`src/swif_pkg.sv`:
```
package swif_pkg;

  localparam int MAX_WIDTH  = 1024;
  localparam int MAX_HEIGHT = 1024;

  localparam int PIX_W   = 8;
  localparam int SIZE_W  = 11;
  localparam int COORD_W = 10;
  localparam int MODE_W  = 3;
  localparam int COL_W   = $clog2(MAX_WIDTH);
  localparam int ROW_W   = $clog2(MAX_HEIGHT);
  localparam int ADDR_W  = COL_W;
  localparam int CMP_W   = ((COL_W > ROW_W) ? COL_W : ROW_W) + SIZE_W;
  localparam int CFG_IDX_W = 2;
  localparam int OUT_DATA_W = 32;

  typedef enum logic [CFG_IDX_W-1:0] {
    REG_FILTER_MODE  = 2'd0,
    REG_IMAGE_WIDTH  = 2'd1,
    REG_IMAGE_HEIGHT = 2'd2
  } cfg_reg_t;

  localparam logic [MODE_W-1:0] MODE_BLUR     = 3'd0;
  localparam logic [MODE_W-1:0] MODE_ROBERTS  = 3'd1;
  localparam logic [MODE_W-1:0] MODE_MEDIAN   = 3'd2;
  localparam logic [MODE_W-1:0] MODE_EROSION  = 3'd3;
  localparam logic [MODE_W-1:0] MODE_DILATION = 3'd4;
  localparam logic [MODE_W-1:0] MODE_GRADIENT = 3'd5;

  typedef logic [2:0][2:0][PIX_W-1:0] window_t;

  typedef struct packed {
    logic               emit;
    logic [PIX_W-1:0]   value;
    logic [COORD_W-1:0] row;
    logic [COORD_W-1:0] col;
  } result_t;

endpackage

```
`src/swif_filter.sv`:
```
module swif_filter
  import swif_pkg::*;
(
  input  window_t           win,
  input  logic [MODE_W-1:0] mode,
  input  logic [ROW_W-1:0]  row,
  input  logic [COL_W-1:0]  col,
  output result_t           res
);

  logic [PIX_W-1:0] up, lf, ce, rt, dn;
  logic [PIX_W-1:0] mn, mx;
  logic [PIX_W-1:0] ma, mb, md, med_mx, med_mn;
  logic [PIX_W+3:0] blur_sum;
  logic [PIX_W:0]   rob_sum;
  logic [PIX_W-1:0] d0, d1;
  logic [PIX_W+1:0] med_sum;
  logic             r_ge1, r_ge2, c_ge1, c_ge2;
  logic [ROW_W-1:0] row_m1;
  logic [COL_W-1:0] col_m1;

  function automatic logic [PIX_W-1:0] min2(input logic [PIX_W-1:0] a,
                                            input logic [PIX_W-1:0] b);
    return (a < b) ? a : b;
  endfunction

  function automatic logic [PIX_W-1:0] max2(input logic [PIX_W-1:0] a,
                                            input logic [PIX_W-1:0] b);
    return (a > b) ? a : b;
  endfunction

  always_comb begin
    up = win[0][1];
    lf = win[1][0];
    ce = win[1][1];
    rt = win[1][2];
    dn = win[2][1];
    mn = min2(min2(min2(up, lf), min2(ce, rt)), dn);
    mx = max2(max2(max2(up, lf), max2(ce, rt)), dn);

    blur_sum = {4'd0, win[0][0]} + {3'd0, win[0][1], 1'b0} + {4'd0, win[0][2]}
             + {3'd0, win[1][0], 1'b0} + {2'd0, win[1][1], 2'b0} + {3'd0, win[1][2], 1'b0}
             + {4'd0, win[2][0]} + {3'd0, win[2][1], 1'b0} + {4'd0, win[2][2]};

    d0 = (win[1][1] > win[2][2]) ? win[1][1] - win[2][2] : win[2][2] - win[1][1];
    d1 = (win[1][2] > win[2][1]) ? win[1][2] - win[2][1] : win[2][1] - win[1][2];
    rob_sum = {1'b0, d0} + {1'b0, d1};

    ma = win[2][0];
    mb = win[2][1];
    md = win[2][2];
    med_mx = max2(max2(ma, mb), md);
    med_mn = min2(min2(ma, mb), md);
    med_sum = {2'd0, ma} + {2'd0, mb} + {2'd0, md} - {2'd0, med_mx} - {2'd0, med_mn};

    r_ge1 = (row >= ROW_W'(1));
    r_ge2 = (row >= ROW_W'(2));
    c_ge1 = (col >= COL_W'(1));
    c_ge2 = (col >= COL_W'(2));
    row_m1 = row - ROW_W'(1);
    col_m1 = col - COL_W'(1);

    res.emit  = 1'b0;
    res.value = '0;
    res.row   = COORD_W'(row_m1);
    res.col   = COORD_W'(col_m1);
    case (mode)
      MODE_BLUR: begin
        res.emit  = r_ge2 && c_ge2;
        res.value = blur_sum[PIX_W+3:4];
      end
      MODE_EROSION: begin
        res.emit  = r_ge2 && c_ge2;
        res.value = mn;
      end
      MODE_DILATION: begin
        res.emit  = r_ge2 && c_ge2;
        res.value = mx;
      end
      MODE_GRADIENT: begin
        res.emit  = r_ge2 && c_ge2;
        res.value = mx - mn;
      end
      MODE_ROBERTS: begin
        res.emit  = r_ge1 && c_ge1;
        res.value = rob_sum[PIX_W] ? {PIX_W{1'b1}} : rob_sum[PIX_W-1:0];
      end
      MODE_MEDIAN: begin
        res.emit  = c_ge2;
        res.value = med_sum[PIX_W-1:0];
        res.row   = COORD_W'(row);
      end
      default: begin
        res.emit = 1'b0;
      end
    endcase
  end

endmodule

```
`config.mk`:
```
export PLATFORM = sky130hd
export DESIGN_NAME = swif_filter
export DESIGN_NICKNAME = d
export VERILOG_FILES = /design/src/swif_pkg.sv /design/src/swif_filter.sv
export SDC_FILE = /design/constraint.sdc
export NUM_CORES = 1
export LEC_CHECK = 0
export BUFFER_PORTS_ARGS = -buffer_cell sky130_fd_sc_hd__buf_2
export CORE_ASPECT_RATIO = 0.9
export CORE_UTILIZATION = 65
export DETAILED_ROUTE_END_ITERATION = 8
export GPL_TIMING_DRIVEN = 0
export PLACE_DENSITY = 0.95
export SYNTH_ARGS = -nofsm -noshare
export SYNTH_HDL_FRONTEND = slang
export SYNTH_SLANG_ARGS = --single-unit
```
`constraint.sdc`:
```
create_clock -name vclk -period 18.87
set_input_delay 3.774 -clock vclk [all_inputs]
set_output_delay 3.774 -clock vclk [all_outputs]
set_load 0.1 [all_outputs]
```
==> flow_summary.ini <==
[status]
status = finished clean

[detailed_routing]
drc = 0
viasPerCell = 6.359
wl_mm = 23.83
wire_per_inst_um = 19.03
vias = 7962
drt_pass1_iterations = 8
drt_iter0_drc = 736
antenna_left = 0

[synth]
synth_top_area_share_pct = 22.42
syn_area_per_cell_um2 = 7.982
synth_cells = 972
synth-simple-area-share_pct = 15.48
ys_seq_area_share_pct = 0
syn_nets = 1285
synth_xor_area_share_pct = 5.870
synthTopCellsByCount = ha_1 (139), inv_1 (120), a21oi_1 (86)
synth-compound-area-share_pct = 21.25
synth_area_leaders = ha_1 (22%), fa_1 (20%), inv_1 (5.8%)
syn_area_um2 = 7759
synthMuxAreaShare_pct = 7.402
synth_top_family_by_area = adder cells
synthAdderAreaFrac_pct = 43.06
post-synth-top-count-cell = ha_1
yosys.area.top_type = ha_1
synth.distinct_cells = 71
ys_warn_count = 0

[timing]
final-setup-viol-count = 0
layout_setup_ws_ns = 2.426
slew_viol_final = 0
max_freq_ghz = 0.06081
holdWs_ns = 7.979
slew_headroom_pct = 43.78
hold_violations = 0
timing.final.crit_share_pct = 87.15
worstMarginPinSlew_ns = 0.8402
rsz0062_at_grt = false
setup_tns_ns = 0
period_minus_slack_ns = 16.44

[cells_and_area]
layout.nets = 1411
design.seq.count = 0
areaGrowthSynthToFinish_pct = 10.51
layoutNonFillerInstCount = 1252
nFillCells = 900
ff_latch_area_um2 = 0
drive_above_1_share_pct = 13.78
antenna_cells = 0
clock_buffers = 0

[grt]
grt_pass1_wl_mm = 37.25
overflow = 0
grt_pass1_vias = 7677
grt_max_degree = 11
track_usage_pct = 39.05
antenna_found_initial = 0

[critical_path]
cpMostUsedCell = inv_1
endpoint = res[27]
critPathMaxStageDelay_ns = 0.60
crit_fanout = 10
endpoint_kind = output port
startpoint_type = input pin
critPathLaunch = win[63]
critical-path-slowest-cell = a211oi_1
required_ns = 15.10
crit_type = input pin to output port
arrival_ns = 12.67

[floorplanning]
start_util_pct = 67.31
row_count = 37
die_h_um = 105.6
chipWidth_um = 117.2
ios = 124
die_area_um2 = 12380
coreArea_um2 = 11530

[pwr]
p_int_uw = 412.6
p_seq_share_pct = 0
power.share.clock_pct = 0
power_density_nw_per_um2 = 129.4
ir_drop_mv = 0.1060
power.leakage_nw = 4.320
p_sw_uw = 696.7
switching_share_pct = 62.81
combPwrFrac_pct = 100.0

[placed_design]
hpwlAfterDp_mm = 20.74
dp_cells = 1252
routabilityCongestion = 1.018
port_buffers = 124
pre_cts_ws_ns = 2.669

[clock_network]
cts_resized = 0
hold_buffers = 0
post_cts_buffers = 0

[worst_hold_path]
hp-class = input pin to output port
min_delay_path_depth = 3

[job]
maxCapViolCount = 0
-- area by class of cell --
cell class | instances | area, µm² | share of cell area, %
Multi-Input combinational cell | 830 | 7221 | 84.21
Timing Repair Buffer | 124 | 620.6 | 7.238
Inverter | 120 | 450.4 | 5.253
Tap cell | 156 | 195.2 | 2.276
Buffer | 22 | 87.58 | 1.021
-- worst min-delay path by stage --
| stage | end | slack, ns | startpoint |
|---|---|---|---|
| 2_1_floorplan | res[0] | 7.91 | col[0] |
| 3_3_place_gp | res[19] | 7.98 | row[9] |
| 3_5_place_dp | res[19] | 7.98 | row[9] |
| 4_1_cts | res[19] | 7.98 | row[9] |
| 5_1_grt | res[19] | 7.99 | row[9] |
| 6_report | res[19] | 7.98 | row[9] |
-- layout by cell type (no fill, tap or decap), types with 30 or more instances in the layout --
| cell type | n |
|---|---|
| buf_2 | 125 |
| a21oi_1 | 86 |
| xnor2_1 | 30 |
| nor2_1 | 70 |
| ha_1 | 139 |
| mux2i_1 | 41 |
| fa_1 | 79 |
| nand2_1 | 63 |
| o21ai_0 | 50 |
| inv_1 | 120 |
-- per-layer routing --
metal / global-route usage, % / vias to the layer above / share of wire [%]
met4: 14.38 / 0 / 4.5
met2: 64.20 / 464 / 45
met3: 6.210 / 96 / 11
met1: 51.08 / 3704 / 40
met5: 0 / - / 0
li1: - / 3698 / -
-- per-stage QoR --
| step | util, % | power, mW | instance area (µm²) |
|---|---|---|---|
| 3_5_place_dp | 74.38 | 1.076 | 8574 |
| 6_report | 74.38 | 1.109 | 8574 |
| 5_1_grt | 74.38 | 1.205 | 8574 |
| 3_3_place_gp | 74.38 | 1.042 | 8574 |
| 4_1_cts | 74.38 | 1.082 | 8574 |
| 2_1_floorplan | - | 0.8138 | 7759 |
-- power by group through the flow --
stage          clock network [mW]  registers [mW]  logic [mW]
2_1_floorplan                   0               0       0.814
3_3_place_gp                    0               0        1.04
3_5_place_dp                    0               0        1.08
4_1_cts                         0               0        1.08
5_1_grt                         0               0        1.21
6_report                        0               0        1.11
-- cell families (layout without fill, tap and decap cells) --
family,count (synthesis),in the layout
xor+xnor,52,52
compound gates,257,257
simple gates,247,247
buf+inv,142,266
fa+ha+maj,220,220
mux,54,54
-- critical path, delay by kind of cell --
family	cells	cell delay [ns]
and+or+nand+nor	2	0.13
AOI/OAI and AO/OA	13	3.47
xor gates and xnor gates	2	0.31
adders and majority gates	6	2.51
buffers and inverters	9	2.09
muxes	1	0.35
Power figures use the tool's default switching activity.
